===== src/hw/rtl/qvt_pkg.sv =====
// Shared types and constants for the quaternion vertex transform.
// Used by qvt_derive, qvt_front, qvt_back and the top level; no dependencies.
package qvt_pkg;

	localparam int Q14_ONE    = 16384;
	localparam int ROUND_HALF = 8192;
	localparam int QDEPTH     = 4;
	localparam int QPTR_W     = $clog2(QDEPTH);

	// configuration register indexes
	typedef enum logic [2:0] {
		REG_ROT_W     = 3'd0,
		REG_ROT_X     = 3'd1,
		REG_ROT_Y     = 3'd2,
		REG_ROT_Z     = 3'd3,
		REG_SHIFT_X   = 3'd4,
		REG_SHIFT_Y   = 3'd5,
		REG_SHIFT_Z   = 3'd6,
		REG_AXIS_THR  = 3'd7
	} reg_idx_t;

	typedef struct packed {
		logic signed [31:0] vertex_x;
		logic signed [31:0] vertex_y;
		logic signed [31:0] vertex_z;
		logic               last_vertex;
	} vtx_in_t;

	typedef struct packed {
		logic signed [31:0] out_x;
		logic signed [31:0] out_y;
		logic signed [31:0] out_z;
		logic               last_out;
	} vtx_out_t;

	// derived rotation terms and translation handed to the datapath
	typedef struct packed {
		logic signed [15:0] ux;
		logic signed [15:0] uy;
		logic signed [15:0] uz;
		logic signed [15:0] cos_a;
		logic signed [15:0] sin_a;
		logic               rot_en;
		logic signed [31:0] sh_x;
		logic signed [31:0] sh_y;
		logic signed [31:0] sh_z;
	} xform_t;

	// queue entry: vertex tagged with its rotate/translate class
	typedef struct packed {
		vtx_in_t vtx;
		logic    rot;
	} qitem_t;

endpackage


===== src/hw/rtl/qvt_front.sv =====
// Input side: accepts vertex beats, tags them rotate or translate, queues them.
// Depends on qvt_pkg.
module qvt_front import qvt_pkg::*; (
	input  logic    clk,
	input  logic    arst_n,
	input  logic    vtx_valid,
	output logic    vtx_stall,
	input  vtx_in_t vtx,
	input  logic    busy,
	input  logic    rot_en,
	output logic    q_valid,
	output qitem_t  q_item,
	input  logic    q_pop
);

	qitem_t            mem_q [QDEPTH];
	logic [QPTR_W-1:0] wr_q, rd_q;
	logic [QPTR_W:0]   cnt_q;
	logic              push;

	// hold input while the queue is full or the rotation terms are rebuilt
	assign vtx_stall = (cnt_q == (QPTR_W + 1)'(QDEPTH)) || busy;
	assign push      = vtx_valid && !vtx_stall;
	assign q_valid   = cnt_q != '0;
	assign q_item    = mem_q[rd_q];

	always_ff @(posedge clk) begin
		if (push) begin
			mem_q[wr_q] <= '{vtx: vtx, rot: rot_en};
		end
	end

	// advance pointers and fill count
	always_ff @(posedge clk or negedge arst_n) begin
		if (!arst_n) begin
			wr_q  <= '0;
			rd_q  <= '0;
			cnt_q <= '0;
		end else begin
			if (push) wr_q <= wr_q + 1'b1;
			if (q_pop) rd_q <= rd_q + 1'b1;
			case ({push, q_pop})
				2'b10:   cnt_q <= cnt_q + 1'b1;
				2'b01:   cnt_q <= cnt_q - 1'b1;
				default: cnt_q <= cnt_q;
			endcase
		end
	end

endmodule


===== config.mk =====
export PLATFORM = sky130hd
export DESIGN_NAME = qvt_front
export DESIGN_NICKNAME = d
export VERILOG_FILES = /design/src/hw/rtl/qvt_pkg.sv /design/src/hw/rtl/qvt_front.sv
export SDC_FILE = /design/constraint.sdc
export NUM_CORES = 1
export LEC_CHECK = 0
export BUFFER_PORTS_ARGS = -buffer_cell sky130_fd_sc_hd__buf_2
export CORE_ASPECT_RATIO = 0.6
export CORE_UTILIZATION = 57
export DETAILED_ROUTE_END_ITERATION = 10
export GPL_TIMING_DRIVEN = 0
export PLACE_DENSITY = 0.79
export SLEW_MARGIN = 25
export SYNTH_ARGS = -nofsm -noshare
export SYNTH_HDL_FRONTEND = slang
export SYNTH_SLANG_ARGS = --single-unit
export TNS_END_PERCENT = 5

===== constraint.sdc =====
create_clock -name clk -period 4.7 [get_ports clk]
set_input_delay 0.47 -clock clk [delete_from_list [all_inputs] [get_ports clk]]
set_output_delay 0.47 -clock clk [all_outputs]
set_load 0.005 [all_outputs]

# [Yosys cells after proc, flatten, opt, wreduce, memory -nomap -nowiden]
# Memories as Yosys holds them, arrays and structs flattened.
# Index checks and enable logic that the tools add are counted.
[op_classes] reduce_logical=5 addsub=4 muxes=3 eq_ne=3
[ops] cell="$pmux 3 s2" count=1
[ops] cell="$add 2x1->2 const B" count=2
[ops] cell="$add 3x1->3 const B" count=1
[ops] cell="$eq 3x3->1 const B" count=1
[ops] cell="$reduce_bool 3->1" count=1
[ops] cell="$sub 3x1->3 const B" count=1
[ops] cell="$eq 2x1->1 const B" count=1
[ops] cell="$eq 2x2->1 const B" count=1
[ops] cell="$mux 1" count=2
[ops] cell="$reduce_bool 2->1" count=1
[ops] cell="$logic_and 1x1->1" count=1
[ops] cell="$logic_not 1->1" count=1
[ops] cell="$logic_or 1x1->1" count=1
[totals] out_inout_bits=100 elab_cells=19 register_bits=7 in_bits=103 n_memories=1 mem_bits_rw=392
[memory_table] memory="mem_q" words=4 word_bits=98 read_ports=1 rd_clocked_by_memory_dff=0 wr=1 line="qvt_front.sv:16" text="qitem_t mem_q [QDEPTH];"

# [Logic depth before layout (Yosys ltp)]
# Gate-level depths: netlist of the first run.
[depth] word_depth=6 mapped_depth=9 ltp_nobuf=9

# [Worst setup path after synthesis of the first run]
# No wires, ideal clock.
[synth_timing] path_type="input to register" startpoint="input busy" endpoint="memory mem_q[0][0] (netlist name), enable pin" required_time_ns=4.232 path_stages=3 setup_time_ns=0.468 arrival_time_ns=3.140 path_buffers=0 slack_ns=1.093 path_cell_list="nand2b_1 a21oi_2 and2_1"
[synth_between] elab_chain_len=5
[synth_lines] item="start: declaration" line="qvt_front.sv:9" text="input logic busy,"
[synth_lines] item="$logic_or 1x1->1" line="qvt_front.sv:22" text="assign vtx_stall = (cnt_q == (QPTR_W + 1)'(QDEPTH)) || busy;"
[synth_lines] item="$logic_not 1->1" line="qvt_front.sv:23" text="assign push = vtx_valid && !vtx_stall;"
[synth_lines] item="$logic_and 1x1->1" line="qvt_front.sv:23"
[synth_lines] item="$mux 1" line="qvt_front.sv:28" text="if (push) begin"
[synth_lines] item="$mux 1 (implied by the code)" line="qvt_front.sv:29" text="mem_q[wr_q] <= '{vtx: vtx, rot: rot_en};"
[synth_lines] item="end: declaration" line="qvt_front.sv:16"
# Every way passes these cells.

==> impl_metrics.json, run 1 <==
{
  "dieArea_mm2": 0.02640,
  "synthesis.area_mm2": 0.01467,
  "hold_viol_final": 0,
  "synth_area_leaders": "edfxtp_1, mux4_2, buf_12",
  "ant_nets": 0,
  "yosys_warnings": 0,
  "clkPwrFrac": 0.288,
  "gp_congestion": 0.7483,
  "finClkSkew_ns": 0.01886,
  "endpoint_kind": "output port",
  "r2r_slack_ns": 2.68,
  "synth_top_area_frac": 0.8026,
  "yosysUniqueCellTypes": 21,
  "grt_pass1_vias": 6777,
  "syn_inst": 552,
  "crit_arrival_ns": 2.24,
  "ys_ff_latch": 399,
  "cts_inserted_buffers": 36,
  "drc": 0,
  "clk_path_buf_depth": 3,
  "core_area_mm2": 0.02528,
  "finish.net_count": 910,
  "cts_tree": "yes",
  "rows": 45,
  "min_path_type": "input pin to flop",
  "ioPinCount": 203,
  "critPathLaunchType": "flop",
  "reg2reg_depth": 4,
  "final_util": 0.6911,
  "viasPerCell": 5.691,
  "cp_max_fo": 10,
  "syn_nets": 661,
  "drt-total-wl_um": 25820,
  "syn_to_final_growth_pct": 19.13,
  "switching_share": 0.2566,
  "place_inst": 1091,
  "grt_pass1_wl_um": 39210,
  "pwr_density_cell_mw_per_mm2": 576.5,
  "ctsHtreeMaxLevel": 2,
  "p_comb_frac": 0.272,
  "max_freq_mhz": 369.5,
  "fin_cells": 1157,
  "p_leak_nw": 5.987,
  "avgSynthCellArea_um2": 26.57,
  "fp.dieW_um": 209.1,
  "drive_above_1_share": 0.4655,
  "slew_headroom": 0.7183,
  "hold_start": "vtx[3]",
  "antenna_found_initial": 4,
  "start_util": 0.5802,
  "crit_required_ns": 4.23,
  "period_minus_slack_ns": 2.707,
  "timing.final.crit_share": 0.5759,
  "whs_endpoint": "mem_q[3][4]$_DFFE_PP_",
  "dr_total_vias": 6585,
  "drt-pass1-iter-count": 4,
  "hold_slack_ns": 0.1518,
  "portBuffers": 202,
  "synthMostInstantiatedCell": "edfxtp_1",
  "tightest_slew_ns": 0.4226,
  "clkTransAtPathRegs_ns": 0.06,
  "rsz0062_at_grt": "no",
  "r2r-start": "cnt_q[0]$_DFFE_PN0P_",
  "internal_power_w": 0.007488,
  "wl_per_cell_um": 22.32,
  "insertion_delay_ns": 0.53,
  "synth_edf_count": 392,
  "drtIter0Drc": 510,
  "critical_path_class": "flop to output port",
  "switchingPower_w": 0.002585,
  "die_h_um": 126.3,
  "async_flop_share": 0.01754,
  "cts_resized": 0,
  "cts_root_buffer": "clkbuf_16",
  "synth_seq_area_share": 0.8145,
  "drv_slew": 0,
  "timing.rr.end": "mem_q[0][71]$_DFFE_PP_",
  "whs_path_depth": 1,
  "drv_cap": 0,
  "detailed_place_hpwl_um": 16490,
  "grt_overflow_total": 0,
  "synth_area_leader_cell": "edfxtp_1",
  "ys.flop_type": "edfxtp_1",
  "grt_max_degree": 46,
  "numClockSinks": 399,
  "grtUsageTotal": 0.2013,
  "synthTopCellsByCount": "edfxtp_1, mux4_2, buf_12, buf_2",
  "status": "finished clean",
  "total_power_w": 0.01007,
  "seqPwrFrac": 0.439,
  "ir_drop_v": 0.0004191,
  "setup-violations-final": 0
}
## layout by cell type, fill, tap and decap left out, types with 4 or more instances in the layout
master	count
edfxtp_1	392
buf_2	212
mux4_2	98
clkbuf_16	37
buf_12	15
clkinv_1	13
inv_1	7
dfrtp_1	7
ha_1	5
bufinv_16	5
and2_4	4
clkinv_2	4
## routing by layer
layer,share of wire,up-vias,GRT usage
met5,0.0015,-,0
met1,0.43,3453,0.2825
met2,0.48,211,0.3196
li1,-,2875,-
met4,0.014,6,0.04931
met3,0.068,40,0.05561
## worst max-delay path, cell delays in order (launching register included)
cell and delay [ns]:
dfrtp_1 0.34, buf_2 0.29, buf_4 0.26, buf_2 0.28
mux4_2 0.39, buf_2 0.15
## power groups by stage
stage                     clock network, W  registers, W  logic (W)
after floorplan                          0       0.00450    0.00176
after global routing               0.00309       0.00445    0.00296
final                              0.00291       0.00442    0.00274
after detailed placement                 0       0.00450    0.00280
after CTS                          0.00297       0.00443    0.00282
after global placement                   0       0.00454    0.00267
## metrics by stage
stage / TNS (ns) / setup WS, ns / area [um2]
after global placement: -224.26 / -0.6056 / 16090
after detailed placement: 0 / 2.450 / 16280
after floorplan: 0 / 1.093 / 14670
after CTS: 0 / 1.924 / 17470
after global routing: 0 / 1.887 / 17470
final: 0 / 1.993 / 17470
## area by class of cell
| type | count | area [um2] |
|---|---|---|
| antenna | 1 | 2.502 |
| tap | 329 | 411.6 |
| multi-input combinational | 124 | 2435 |
| fill | 1506 | 7809 |
| sequential | 399 | 11950 |
| clock buffer | 39 | 933.4 |
| inverter | 7 | 26.28 |
| timing repair buffer | 211 | 1204 |
| buffer | 22 | 269.0 |
| clock inverter | 25 | 244.0 |
## cells by family after synthesis
family	synth area share
flip-flops	0.8145
multiplexers	0.1513
buffers and inverters	0.02013
AND/OR/NAND/NOR	0.003584
XOR/XNOR	0.003584
adder cells (fa/ha/maj)	0.005630
AO/OA/AOI/OAI	0.001279
## state kept, by name (all words and copies together), names as in the netlist
| name | cells |
|---|---|
| mem_q | 392 |
| rd_q | 2 |
| wr_q | 2 |
| cnt_q | 3 |
## worst max path at each step
stage	startpoint	end	depth (start not counted)
after floorplan	busy	mem_q[0][0]$_DFFE_PP_	3
after global placement	busy	mem_q[0][71]$_DFFE_PP_	4
after detailed placement	busy	mem_q[0][73]$_DFFE_PP_	5
after CTS	rd_q[1]$_DFFE_PN0P_	q_item[79]	5
after global routing	rd_q[1]$_DFFE_PN0P_	q_item[79]	5
final	rd_q[1]$_DFFE_PN0P_	q_item[79]	5
## what timing repair did
action | in CTS | in global routing
hold buffers | 1 | 0
hold endpoints to repair | 7 | 0
setup buffers | 0 | 0
Power figures use the tool's default switching activity.
==> inputs of run 2 (changes only) <==
- clock period: 4.7 -> 2.6 ns (I/O delays scaled with it)
==> impl_metrics.json, run 2 (same netlist as run 1, synthesis figures left out) <==
{
  "status": "finished clean",
  "clkTransAtPathRegs_ns": 0.06,
  "fp.dieW_um": 209.1,
  "numClockSinks": 399,
  "grt_overflow_total": 0,
  "cts_resized": 0,
  "ctsHtreeMaxLevel": 2,
  "crit_required_ns": 2.34,
  "p_comb_frac": 0.280,
  "setup-violations-final": 0,
  "ant_nets": 0,
  "antenna_found_initial": 0,
  "insertion_delay_ns": 0.54,
  "drive_above_1_share": 0.4179,
  "drv_slew": 0,
  "drt-pass1-iter-count": 4,
  "drv_cap": 0,
  "worst_slack_ns": 0.1444,
  "total_power_w": 0.01848,
  "dieArea_mm2": 0.02640,
  "start_util": 0.5802,
  "grt_pass1_vias": 7702,
  "hold_viol_final": 0,
  "timing.final.crit_share": 0.9444,
  "pre_cts_ws_ns": 0.5096,
  "clk_path_buf_depth": 3,
  "switchingPower_w": 0.004930,
  "cp_max_fo": 10,
  "dr_total_vias": 7175,
  "wl_per_cell_um": 23.70,
  "slew_headroom": 0.6663,
  "cts_root_buffer": "clkbuf_16",
  "switching_share": 0.2667,
  "ir_drop_v": 0.001002,
  "critical_path_class": "flop to output port",
  "tightest_slew_ns": 0.5006,
  "cts_tree": "yes",
  "grtUsageTotal": 0.2327,
  "drc": 0,
  "crit_arrival_ns": 2.20,
  "cts_inserted_buffers": 36,
  "core_area_mm2": 0.02528,
  "largest_register": "mem_q",
  "ioPinCount": 203,
  "max_freq_mhz": 407.2,
  "drt-total-wl_um": 29750,
  "p_leak_nw": 6.401,
  "viasPerCell": 5.717,
  "most-common-layout-cells": "edfxtp_1, buf_2, dlygate4sd3_1, mux4_2, clkbuf_16",
  "rows": 45,
  "detailed_place_hpwl_um": 16740,
  "internal_power_w": 0.01355,
  "finish.net_count": 1009,
  "final_util": 0.7299,
  "final_common_cell": "edfxtp_1",
  "grt_max_degree": 46,
  "endpoint_kind": "output port",
  "largest_reg_flops": 392,
  "reg_top3": "mem_q: 392 flops, cnt_q: 3 flops",
  "period_minus_slack_ns": 2.456,
  "critPathLaunchType": "flop",
  "portBuffers": 202,
  "die_h_um": 126.3,
  "rsz0062_at_grt": "no",
  "insertedDiodeCount": 0,
  "grt_pass1_wl_um": 45040,
  "finClkSkew_ns": 0.01453,
  "pwr_density_cell_mw_per_mm2": 1002,
  "seqPwrFrac": 0.434,
  "drtIter0Drc": 546,
  "syn_to_final_growth_pct": 25.81,
  "gp_congestion": 0.7924,
  "clkPwrFrac": 0.286,
  "min_path_type": "input pin to async pin"
}
==> run 2: through the flow <==
stage / hold WS (ns) / cells / TNS (ns) / cell area, um2
after floorplan: -0.03559 / 552 / -255.08 / 14670
after global placement: 0.09423 / 1083 / -781.63 / 16090
after detailed placement: 0.1058 / 1091 / 0 / 16290
after CTS: 0.09009 / 1255 / 0 / 18450
after global routing: 0.1317 / 1255 / 0 / 18450
final: 0.1272 / 1255 / 0 / 18450
==> run 2: worst paths after layout <==
check | start | to | slack, ns | cells after the start
worst min-delay path | arst_n | cnt_q[0]$_DFFE_PN0P_ | 0.13 | 2
min in group clk | vtx_valid | wr_q[0]$_DFFE_PN0P_ | 0.17 | 4
max in group asynchronous | arst_n | rd_q[0]$_DFFE_PN0P_ | 2.31 | 2
worst min register to register | cnt_q[0]$_DFFE_PN0P_ | cnt_q[0]$_DFFE_PN0P_ | 0.54 | 1
worst max register to register | cnt_q[0]$_DFFE_PN0P_ | mem_q[1][69]$_DFFE_PP_ | 0.53 | 4
worst max-delay path | rd_q[1]$_DFFE_PN0P_ | q_item[81] | 0.14 | 5
==> run 2: power by group through the flow <==
stage | registers (W) | clock network, W | logic (W)
after floorplan | 0.00812 | 0 | 0.00318
after global placement | 0.00819 | 0 | 0.00483
after detailed placement | 0.00814 | 0 | 0.00505
after CTS | 0.00801 | 0.00534 | 0.00522
after global routing | 0.00806 | 0.00560 | 0.00554
final | 0.00802 | 0.00529 | 0.00518
==> run 2: what timing repair did <==
| item | 4_1_cts | 5_1_grt |
|---|---|---|
| hold endpoints to repair | 400 | 0 |
| setup buffers | 0 | 0 |
| hold buffers | 100 | 0 |
==> run 2: layout make-up <==
type                    instances  area, um2
clock inverters                18      171.4
well taps                     329      411.6
repair buffers                310       2202
clock buffers                  46      989.7
plain buffers                  22      269.0
flip-flops and latches        399      11950
fillers                      1359       6829
multi-input cells             124       2435
inverters                       7      26.28
==> run 2: worst max-delay path: stages, from the launching register on <==
cell and delay, ns:
dfrtp_1 0.33, buf_2 0.26, buf_4 0.25, buf_2 0.29, mux4_2 0.38, buf_2 0.16
==> run 2: per-layer routing <==
layer / track usage / vias up / part of all wire
met5: 0 / - / 0
met4: 0.07137 / 0 / 0.019
met3: 0.05686 / 44 / 0.076
met2: 0.3829 / 320 / 0.50
met1: 0.3133 / 3748 / 0.41
li1: - / 3063 / -
