$ cat src/hw/rtl/qvt_pkg.sv
// Shared types and constants for the quaternion vertex transform.
// Used by qvt_derive, qvt_front, qvt_back and the top level; no dependencies.
package qvt_pkg;

	localparam int Q14_ONE    = 16384;
	localparam int ROUND_HALF = 8192;
	localparam int QDEPTH     = 4;
	localparam int QPTR_W     = $clog2(QDEPTH);

	// configuration register indexes
	typedef enum logic [2:0] {
		REG_ROT_W     = 3'd0,
		REG_ROT_X     = 3'd1,
		REG_ROT_Y     = 3'd2,
		REG_ROT_Z     = 3'd3,
		REG_SHIFT_X   = 3'd4,
		REG_SHIFT_Y   = 3'd5,
		REG_SHIFT_Z   = 3'd6,
		REG_AXIS_THR  = 3'd7
	} reg_idx_t;

	typedef struct packed {
		logic signed [31:0] vertex_x;
		logic signed [31:0] vertex_y;
		logic signed [31:0] vertex_z;
		logic               last_vertex;
	} vtx_in_t;

	typedef struct packed {
		logic signed [31:0] out_x;
		logic signed [31:0] out_y;
		logic signed [31:0] out_z;
		logic               last_out;
	} vtx_out_t;

	// derived rotation terms and translation handed to the datapath
	typedef struct packed {
		logic signed [15:0] ux;
		logic signed [15:0] uy;
		logic signed [15:0] uz;
		logic signed [15:0] cos_a;
		logic signed [15:0] sin_a;
		logic               rot_en;
		logic signed [31:0] sh_x;
		logic signed [31:0] sh_y;
		logic signed [31:0] sh_z;
	} xform_t;

	// queue entry: vertex tagged with its rotate/translate class
	typedef struct packed {
		vtx_in_t vtx;
		logic    rot;
	} qitem_t;

endpackage

$ cat src/hw/rtl/qvt_derive.sv
// Configuration registers and the sequencer that derives unit axis, cos and sin.
// Depends on qvt_pkg.
module qvt_derive import qvt_pkg::*; (
	input  logic        clk,
	input  logic        arst_n,
	input  logic        cfg_we,
	input  logic [2:0]  cfg_index,
	input  logic [31:0] cfg_wdata,
	output xform_t      xf,
	output logic        busy
);

	typedef enum logic [4:0] {
		ST_IDLE = 5'b00001,
		ST_SQ   = 5'b00010,
		ST_ROOT = 5'b00100,
		ST_DIV  = 5'b01000,
		ST_FIN  = 5'b10000
	} seq_st_t;

	seq_st_t            state_q;
	logic [4:0]         cnt_q;
	logic signed [15:0] rot_q [4];
	logic signed [31:0] sh_q [3];
	logic [14:0]        thr_q;
	logic [31:0]        acc_q;
	logic [30:0]        wsq_q;
	logic [31:0]        sa_v_q, sa_r_q, sb_v_q, sb_r_q, bit_q;
	logic [17:0]        rem_q [3];
	logic [29:0]        dq_q [3];
	logic signed [15:0] unit_q [3];
	logic signed [15:0] cos_q, sin_q;
	logic               rot_en_q;

	logic signed [15:0] sq_op;
	logic signed [31:0] sq_prod;
	logic [63:0]        sa_nx, sb_nx;
	logic [16:0]        magn;
	logic [17:0]        dsh [3];
	logic               dge [3];
	logic [32:0]        cos_t;
	logic signed [19:0] cos_r;
	logic signed [32:0] sin_p;
	logic signed [34:0] sin_t;
	logic signed [20:0] sin_r;

	// one step of the bitwise square root: returns {value, root}
	function automatic logic [63:0] isq_step(input logic [31:0] v, input logic [31:0] r,
			input logic [31:0] b);
		logic [32:0] t;
		t = {1'b0, r} + {1'b0, b};
		if ({1'b0, v} >= t) begin
			return {v - t[31:0], (r >> 1) + b};
		end
		return {v, r >> 1};
	endfunction

	// register writes; unused upper bits of the narrow registers drop
	always_ff @(posedge clk or negedge arst_n) begin
		if (!arst_n) begin
			rot_q[0] <= 16'sd16384;
			rot_q[1] <= '0;
			rot_q[2] <= '0;
			rot_q[3] <= '0;
			sh_q[0]  <= '0;
			sh_q[1]  <= '0;
			sh_q[2]  <= '0;
			thr_q    <= 15'd16;
		end else if (cfg_we) begin
			case (reg_idx_t'(cfg_index))
				REG_ROT_W:    rot_q[0] <= cfg_wdata[15:0];
				REG_ROT_X:    rot_q[1] <= cfg_wdata[15:0];
				REG_ROT_Y:    rot_q[2] <= cfg_wdata[15:0];
				REG_ROT_Z:    rot_q[3] <= cfg_wdata[15:0];
				REG_SHIFT_X:  sh_q[0]  <= cfg_wdata;
				REG_SHIFT_Y:  sh_q[1]  <= cfg_wdata;
				REG_SHIFT_Z:  sh_q[2]  <= cfg_wdata;
				REG_AXIS_THR: thr_q    <= cfg_wdata[14:0];
				default:      thr_q    <= thr_q;
			endcase
		end
	end

	// shared squaring multiplier: x, y, z, then w
	always_comb begin
		case (cnt_q[1:0])
			2'd0:    sq_op = rot_q[1];
			2'd1:    sq_op = rot_q[2];
			2'd2:    sq_op = rot_q[3];
			default: sq_op = rot_q[0];
		endcase
	end
	assign sq_prod = sq_op * sq_op;

	assign sa_nx = isq_step(sa_v_q, sa_r_q, bit_q);
	assign sb_nx = isq_step(sb_v_q, sb_r_q, bit_q);
	assign magn  = sa_r_q[16:0];

	// restoring division lanes, one quotient bit per cycle
	always_comb begin
		for (int i = 0; i < 3; i++) begin
			dsh[i] = {rem_q[i][16:0], dq_q[i][29]};
			dge[i] = dsh[i] >= {1'b0, magn};
		end
	end

	// cos = 2w^2 - 1, sin = 2w*sqrt(1 - w^2), both rounded and saturated
	assign cos_t = {1'b0, wsq_q, 1'b0} + 33'(ROUND_HALF);
	assign cos_r = $signed({1'b0, cos_t[32:14]}) - 20'sd16384;
	assign sin_p = rot_q[0] * $signed({1'b0, sb_r_q[15:0]});
	assign sin_t = {sin_p[32], sin_p, 1'b0} + 35'sd8192;
	assign sin_r = sin_t[34:14];

	// sequencer
	always_ff @(posedge clk or negedge arst_n) begin
		if (!arst_n) begin
			state_q  <= ST_IDLE;
			cnt_q    <= '0;
			unit_q[0] <= '0;
			unit_q[1] <= '0;
			unit_q[2] <= '0;
			cos_q    <= 16'sd16384;
			sin_q    <= '0;
			rot_en_q <= 1'b0;
		end else if (cfg_we) begin
			state_q <= ST_SQ;
			cnt_q   <= '0;
		end else begin
			case (state_q)
				ST_SQ: begin
					cnt_q <= cnt_q + 5'd1;
					if (cnt_q == 5'd4) begin
						state_q <= ST_ROOT;
						cnt_q   <= '0;
					end
				end
				ST_ROOT: begin
					cnt_q <= cnt_q + 5'd1;
					if (cnt_q == 5'd15) begin
						state_q <= ST_DIV;
						cnt_q   <= '0;
					end
				end
				ST_DIV: begin
					cnt_q <= cnt_q + 5'd1;
					if (cnt_q == 5'd29) begin
						state_q <= ST_FIN;
						cnt_q   <= '0;
					end
				end
				ST_FIN: begin
					state_q <= ST_IDLE;
					for (int i = 0; i < 3; i++) begin
						if (magn == '0) begin
							unit_q[i] <= '0;
						end else if (rot_q[i + 1] < 0) begin
							unit_q[i] <= -$signed(dq_q[i][15:0]);
						end else begin
							unit_q[i] <= $signed(dq_q[i][15:0]);
						end
					end
					cos_q    <= (cos_r > 20'sd32767) ? 16'sd32767 : cos_r[15:0];
					sin_q    <= (sin_r > 21'sd32767) ? 16'sd32767 :
						(sin_r < -21'sd32768) ? -16'sd32768 : sin_r[15:0];
					rot_en_q <= magn > {2'b0, thr_q};
				end
				default: state_q <= ST_IDLE;
			endcase
		end
	end

	// datapath of the sequencer
	always_ff @(posedge clk) begin
		case (state_q)
			ST_SQ: begin
				if (cnt_q == 5'd0) begin
					acc_q <= sq_prod[31:0];
				end else if (cnt_q < 5'd3) begin
					acc_q <= acc_q + sq_prod[31:0];
				end else if (cnt_q == 5'd3) begin
					wsq_q <= sq_prod[30:0];
				end else begin
					sa_v_q <= acc_q;
					sa_r_q <= '0;
					sb_v_q <= (wsq_q < 31'd268435456) ? 32'd268435456 - {1'b0, wsq_q} : '0;
					sb_r_q <= '0;
					bit_q  <= 32'h4000_0000;
				end
			end
			ST_ROOT: begin
				sa_v_q <= sa_nx[63:32];
				sa_r_q <= sa_nx[31:0];
				sb_v_q <= sb_nx[63:32];
				sb_r_q <= sb_nx[31:0];
				bit_q  <= bit_q >> 2;
				if (cnt_q == 5'd15) begin
					for (int i = 0; i < 3; i++) begin
						rem_q[i] <= '0;
						dq_q[i]  <= {(rot_q[i + 1] < 0) ? 16'(-rot_q[i + 1]) : rot_q[i + 1],
							14'd0};
					end
				end
			end
			ST_DIV: begin
				for (int i = 0; i < 3; i++) begin
					rem_q[i] <= dge[i] ? dsh[i] - {1'b0, magn} : dsh[i];
					dq_q[i]  <= {dq_q[i][28:0], dge[i]};
				end
			end
			default: acc_q <= acc_q;
		endcase
	end

	assign busy      = state_q != ST_IDLE;
	assign xf.ux     = unit_q[0];
	assign xf.uy     = unit_q[1];
	assign xf.uz     = unit_q[2];
	assign xf.cos_a  = cos_q;
	assign xf.sin_a  = sin_q;
	assign xf.rot_en = rot_en_q;
	assign xf.sh_x   = sh_q[0];
	assign xf.sh_y   = sh_q[1];
	assign xf.sh_z   = sh_q[2];

endmodule

$ cat config.mk
export PLATFORM = sky130hd
export DESIGN_NAME = qvt_derive
export DESIGN_NICKNAME = d
export VERILOG_FILES = /design/src/hw/rtl/qvt_pkg.sv /design/src/hw/rtl/qvt_derive.sv
export SDC_FILE = /design/constraint.sdc
export NUM_CORES = 2
export LEC_CHECK = 0
export BUFFER_PORTS_ARGS = -buffer_cell sky130_fd_sc_hd__buf_2
export CAP_MARGIN = 40
export CORE_MARGIN = 2
export CORE_UTILIZATION = 64
export CTS_CLUSTER_SIZE = 10
export DETAILED_ROUTE_END_ITERATION = 8
export PLACE_DENSITY = 0.89
export SETUP_SLACK_MARGIN = 0.02
export SKIP_LAST_GASP = 1
export SLEW_MARGIN = 20
export SYNTH_ARGS = -nofsm -noshare
export SYNTH_HDL_FRONTEND = slang
export SYNTH_SLANG_ARGS = --single-unit
$ cat constraint.sdc
create_clock -name clk -period 13.3 [get_ports clk]
set_clock_uncertainty 0.2 [all_clocks]
set_input_delay 3.99 -clock clk [delete_from_list [all_inputs] [get_ports clk]]
set_output_delay 3.99 -clock clk [all_outputs]
set_load 0.01 [all_outputs]
# ---- After elaboration in Yosys (flattened, before gate mapping)
# Memories as Yosys holds them, arrays and structs flattened.
# Cells that the tools add are included.
dict set report classes {
  add_sub_neg 21
  n_mul 2
  div_mod_pow 0
  magnitude_cmp 14
  n_eq_ne 26
  shift 0
  n_mux 63
  n_bitwise 9
  n_reduce_logical 22
}
# operator count
set op_table {}
lappend op_table {{32-bit two-way mux} 15}
lappend op_table {{32-bit one-hot mux with 2 select lines} 5}
lappend op_table {{64-bit two-way mux} 4}
lappend op_table {{16-bit two-way mux} 12}
lappend op_table {{18-bit two-way mux} 6}
lappend op_table {{16-bit negator} 6}
lappend op_table {{30-bit two-way mux} 3}
lappend op_table {{32-bit by 32-bit adder with 33-bit output} 2}
lappend op_table {{32-bit by 33-bit greater-or-equal comparator with 1-bit output} 2}
lappend op_table {{31-bit by 32-bit adder with 32-bit output} 2}
lappend op_table {{32-bit subtractor} 2}
lappend op_table {{18-bit by 17-bit greater-or-equal comparator with 1-bit output} 3}
lappend op_table {{18-bit by 17-bit subtractor with 18-bit output} 3}
lappend op_table {{16-bit by 1-bit less-than comparator with 1-bit output (second input constant)} 3}
lappend op_table {{16-bit one-hot mux with 3 select lines} 1}
lappend op_table {{5-bit two-way mux} 8}
lappend op_table {{34-bit by 15-bit adder with 35-bit output (second input constant)} 1}
lappend op_table {{32-bit by 14-bit adder with 33-bit output (second input constant)} 1}
lappend op_table {{16-bit by 17-bit multiplier with 33-bit output} 1}
lappend op_table {{32-bit adder} 1}
lappend op_table {{16-bit by 16-bit multiplier with 32-bit output} 1}
lappend op_table {{29-bit by 31-bit subtractor with 32-bit output (first input constant)} 1}
lappend op_table {{31-bit by 29-bit less-than comparator with 1-bit output (second input constant)} 1}
lappend op_table {{5-bit one-hot mux with 3 select lines} 2}
lappend op_table {{other kinds (32)} 71}
dict set report word_totals {
  register_bits 489
  latch_bits 0
  mem_bits_rw 144
  mem_bits_ro 0
  input_bits 38
  out_inout_bits 178
  elab_cells 182
  mem_count 2
}
# name words word_bits rd rd_ports_with_merged_regs wr line_no
set mem_list {}
lappend mem_list {dq_q 3 30 3 0 3 qvt_derive.sv:30} ;# logic [29:0] dq_q [3];
lappend mem_list {rem_q 3 18 3 0 3 qvt_derive.sv:29} ;# logic [17:0] rem_q [3];

# ---- Depth between registers and ports, before layout
dict set report logic_depth {
  word_depth 6
  mapped_depth 45
}

# ---- Least setup slack after synthesis
# Ideal clock, no wire load.
dict set report synth_path {
  path_kind {reg-to-reg}
  start {register cnt_q[0]}
  end {register acc_q[30], data pin}
  arrival_ns 9.294
  t_required_ns 12.835
  slack_ns 3.541
  stages_incl_launch_ff 36
  path_buffers 2
  synth_period_minus_slack_ns 9.759
  cell_sequence {dfrtp_1 -> ha_1 -> clkbuf_1 -> clkbuf_1 -> mux2i_1 -> clkinv_1 -> nand2_1 -> inv_1 -> fa_1 -> inv_1 -> fa_1 -> fa_1 -> fa_1 -> inv_1 -> fa_1 -> fa_1 -> ha_1 -> o2111a_1 -> nor2b_1 -> a31oi_1 -> a211o_1 -> nor3b_1 -> nor2_1 -> xnor2_1 -> ha_1 -> and4_1 -> a31oi_1 -> nand2_1 -> a21oi_1 -> a21oi_1 -> a2111oi_0 -> nor3_1 -> and4_1 -> a2111oi_0 -> xor2_1 -> o21ai_1}
}
dict set report synth_via {
  elab_chain_cells 6
  elab_cells_between_ends 9
  classes_between {1 x add/sub; 1 x mul; 2 x eq/ne; 3 x mux; 2 x reduce/logical}
}
# item line_no
set synth_lines {}
lappend synth_lines {{start, declared} qvt_derive.sv:22} ;# logic [4:0] cnt_q;
lappend synth_lines {{start signal, assigned} qvt_derive.sv:131} ;# cnt_q <= cnt_q + 5'd1;
lappend synth_lines {{start signal, assigned} qvt_derive.sv:138} ;# cnt_q <= cnt_q + 5'd1;
lappend synth_lines {{start signal, assigned} qvt_derive.sv:145} ;# cnt_q <= cnt_q + 5'd1;
lappend synth_lines {{2-bit == test (tied with other cells)} qvt_derive.sv:86} ;# case (cnt_q[1:0])
lappend synth_lines {{16-bit one-hot mux with 3 select lines *} qvt_derive.sv:86}
lappend synth_lines {{16-bit by 16-bit multiplier with 32-bit output *} qvt_derive.sv:93} ;# assign sq_prod = sq_op * sq_op;
lappend synth_lines {{net sq_prod[20]} qvt_derive.sv:36} ;# logic signed [31:0] sq_prod;
lappend synth_lines {{32-bit adder *} qvt_derive.sv:179} ;# acc_q <= acc_q + sq_prod[31:0];
lappend synth_lines {{32-bit two-way mux *} qvt_derive.sv:178} ;# end else if (cnt_q < 5'd3) begin
lappend synth_lines {{32-bit two-way mux *} qvt_derive.sv:176} ;# if (cnt_q == 5'd0) begin
lappend synth_lines {{end signal, assigned} qvt_derive.sv:177} ;# acc_q <= sq_prod[31:0];
lappend synth_lines {{end signal, assigned} qvt_derive.sv:179}
lappend synth_lines {{end signal, assigned} qvt_derive.sv:210} ;# default: acc_q <= acc_q;
lappend synth_lines {{end, declared} qvt_derive.sv:26} ;# logic [31:0] acc_q;
# The timed path passes the listed nets; every way through them passes the cells marked *. The select of a mux whose other input is x is not followed.
# A chain may end at the register's enable or synchronous reset.

# ---- Worst setup path after layout
# Ends and elaborated chain as after synthesis.

==> flow_metrics.py <==
metrics = {
    "detailed_routing": {
        "drcViolationCount": 0,
        "wire_per_inst_um": 21.5,
        "drt_iter0_markers": 4908,
        "vias": 45121,
        "wl_mm": 152,
        "antenna_left": 0,
        "drt-vias-per-instance": 6.37,
        "first_pass_iters": 7,
    },
    "logic_synthesis": {
        "seq_area_frac_synth": 0.309,
        "synth-seq-cells": 613,
        "netlist_area_um2": 55300,
        "syn_inst": 5719,
        "synth_flop_cell": "edfxtp_1",
        "syn-num-nets": 6646,
        "async_flop_share": 0.434,
        "synth_edf_count": 347,
        "synth_warnings": 0,
        "avgSynthCellArea_um2": 9.67,
        "ys_types": 99,
    },
    "sta": {
        "period_minus_slack_ps": 11180,
        "worstMarginPinSlew_ps": 980,
        "fin_crit_sh": 0.841,
        "maxSlewHeadroom": 0.328,
        "setup_viol": 0,
        "hold_viol_final": 0,
        "fmax_ghz": 0.0894,
        "rsz0062_at_grt": "false",
        "drv_slew": 0,
        "whs_ps": 274,
        "fin_tns_setup_ps": 0,
    },
    "final_layout": {
        "layout.nets": 6808,
        "multiInputGateArea_um2": 34800,
        "design_area_um2": 60500,
        "fillers": 5566,
        "final_cell_mix": "inv_1 (701), nand2_1 (617), ha_1 (454), fa_1 (435), nor2_1 (427)",
        "drive_gt1_frac": 0.111,
        "area_growth_pct": 9.30,
        "seqCellArea_um2": 17100,
        "final_common_cell": "inv_1",
    },
    "flow_run": {
        "max_cap_viol_count": 0,
    },
    "setup_path": {
        "worstPathRequired_ps": 13450,
        "rrSetupSlack_ps": 2120,
        "cp-end-kind": "flip-flop",
        "r2r_start": "cnt_q[0]$_DFFE_PN0P_",
        "r2r_end": "acc_q[30]$_DFFE_PP_",
        "worstPathMaxFanout": 22,
        "cp.arrival_ps": 11330,
        "slowest_delay_ps": 560,
        "startpoint_type": "flip-flop",
        "critPathKind": "reg -> reg",
        "reg2reg_depth": 34,
        "cp_common_cell": "inv_1",
        "slowest_stage": "fa_1",
    },
    "worst_hold_path": {
        "holdPathEnd": "xf[159]$_DFFE_PN0P_",
        "hp-class": "reg -> reg",
        "holdPathStages": 2,
        "min_from": "xf[159]$_DFFE_PN0P_",
    },
    "floorplanning": {
        "start_util": 0.648,
        "std_cell_rows": 107,
        "die_w_um": 298,
        "die-height_um": 298,
        "core_um2": 85400,
        "die-area_um2": 88800,
        "ios": 216,
    },
    "clock_tree": {
        "clock_path_buffers": 3,
        "clkSlewWorstSetupHoldPaths_ps": 60,
        "cts_buffers": 75,
        "clk_latency_ps": 660,
        "cts_setup_buffers": 0,
        "clock_sinks": 613,
        "cts_tree": "done",
        "cts_hold_buf": 0,
        "cts_resized": 0,
        "htree_levels": 3,
        "clockRootBuffer": "clkbuf_16",
    },
    "global_route": {
        "antenna_found_initial": 6,
        "grt_pass1_vias": 46339,
        "grt_pass1_wl_mm": 240,
        "grt_start_max_net_pins": 120,
        "overflow": 0,
        "grt_use_total": 0.336,
    },
    "place": {
        "portBuffers": 215,
        "dpl_cell_area_um2": 57900,
        "hpwl_mm": 108,
        "gp_congestion": 0.967,
    },
    "outcome": {
        "status": "finished clean",
    },
}
## final cells by class
cell class,instances,area share
Clock buffer,113,0.0349
Clock inverter,14,0.00437
Multi-Input combinational cell,4186,0.576
Antenna cell,5,0.000207
Tap cell,1144,0.0237
Timing Repair Buffer,295,0.0343
Inverter,710,0.0441
Sequential cell,613,0.283
## worst max-delay path, delay by kind of cell (launching register included)
kind,cells,cell delay [ps]
flops,1,470
compound gates,10,3380
xor+xnor,2,350
buf+inv,7,930
simple gates,6,1380
fa+ha+maj,9,4130
## worst max-delay path by stage
stage | startpoint | to | slack (ps) | depth (start not counted)
after global placement | cnt_q[0]$_DFFE_PN0P_ | acc_q[30]$_DFFE_PP_ | 2780 | 34
after detailed placement | cnt_q[0]$_DFFE_PN0P_ | acc_q[30]$_DFFE_PP_ | 2390 | 34
after CTS | cnt_q[0]$_DFFE_PN0P_ | acc_q[30]$_DFFE_PP_ | 2260 | 34
final | cnt_q[0]$_DFFE_PN0P_ | acc_q[30]$_DFFE_PP_ | 2120 | 34
after global routing | cnt_q[0]$_DFFE_PN0P_ | acc_q[30]$_DFFE_PP_ | 1530 | 34
after floorplan | cnt_q[0]$_DFFE_PN0P_ | acc_q[30]$_DFFE_PP_ | 3540 | 35
## cells by family (layout without fill, tap and decap cells)
family,Yosys count,after routing,synth area share
buffers and inverters,920,1132,0.0631
and+or+nand+nor,1652,1652,0.140
AOI/OAI and AO/OA,1010,1010,0.118
adders and majority gates,889,889,0.260
other,0,5,0
xor gates and xnor gates,396,396,0.0632
muxes,239,239,0.0473
DFF,613,613,0.309
## sequential cells by signal, indices dropped and copies added, names as in the netlist, 32 cells and up
name and count:
acc_q 32, sa_r_q 32, xf 144, rot_q 64, sb_r_q 32, rem_q 51, sa_v_q 32, dq_q 90
sb_v_q 32
## metrics by stage
stage                     instances  setup WS, ps  utilization
final                          7080          2120        0.708
after global routing           7075          1530        0.708
after CTS                      7061          2260        0.705
after detailed placement       6934          2390        0.677
after global placement         6912          2780        0.672
after floorplan                5719          3540            -
## synthesized netlist by cell type, drive strengths merged (63+ instances only)
cell    instances  share of area
a21o           70         0.0095
a21oi         211          0.019
a31oi          63         0.0072
and2          179          0.020
clkbuf        192          0.013
dfrtp         262           0.12
edfxtp        347           0.19
fa            435           0.16
ha            454           0.10
inv           703          0.048
mux2          180          0.037
nand2         618          0.042
nor2          428          0.029
nor3           66         0.0062
o21ai         283          0.026
xnor2         196          0.031
xor2          199          0.032
## per-layer routing
metal	wire, µm	global-route usage
met1	54100	0.408
met2	72700	0.556
met3	15600	0.0726
met4	9860	0.195
met5	24	0
Power is left out: the tool's default activity adds up to more than one toggle a clock period on the data nets, which glitch-free logic cannot reach.
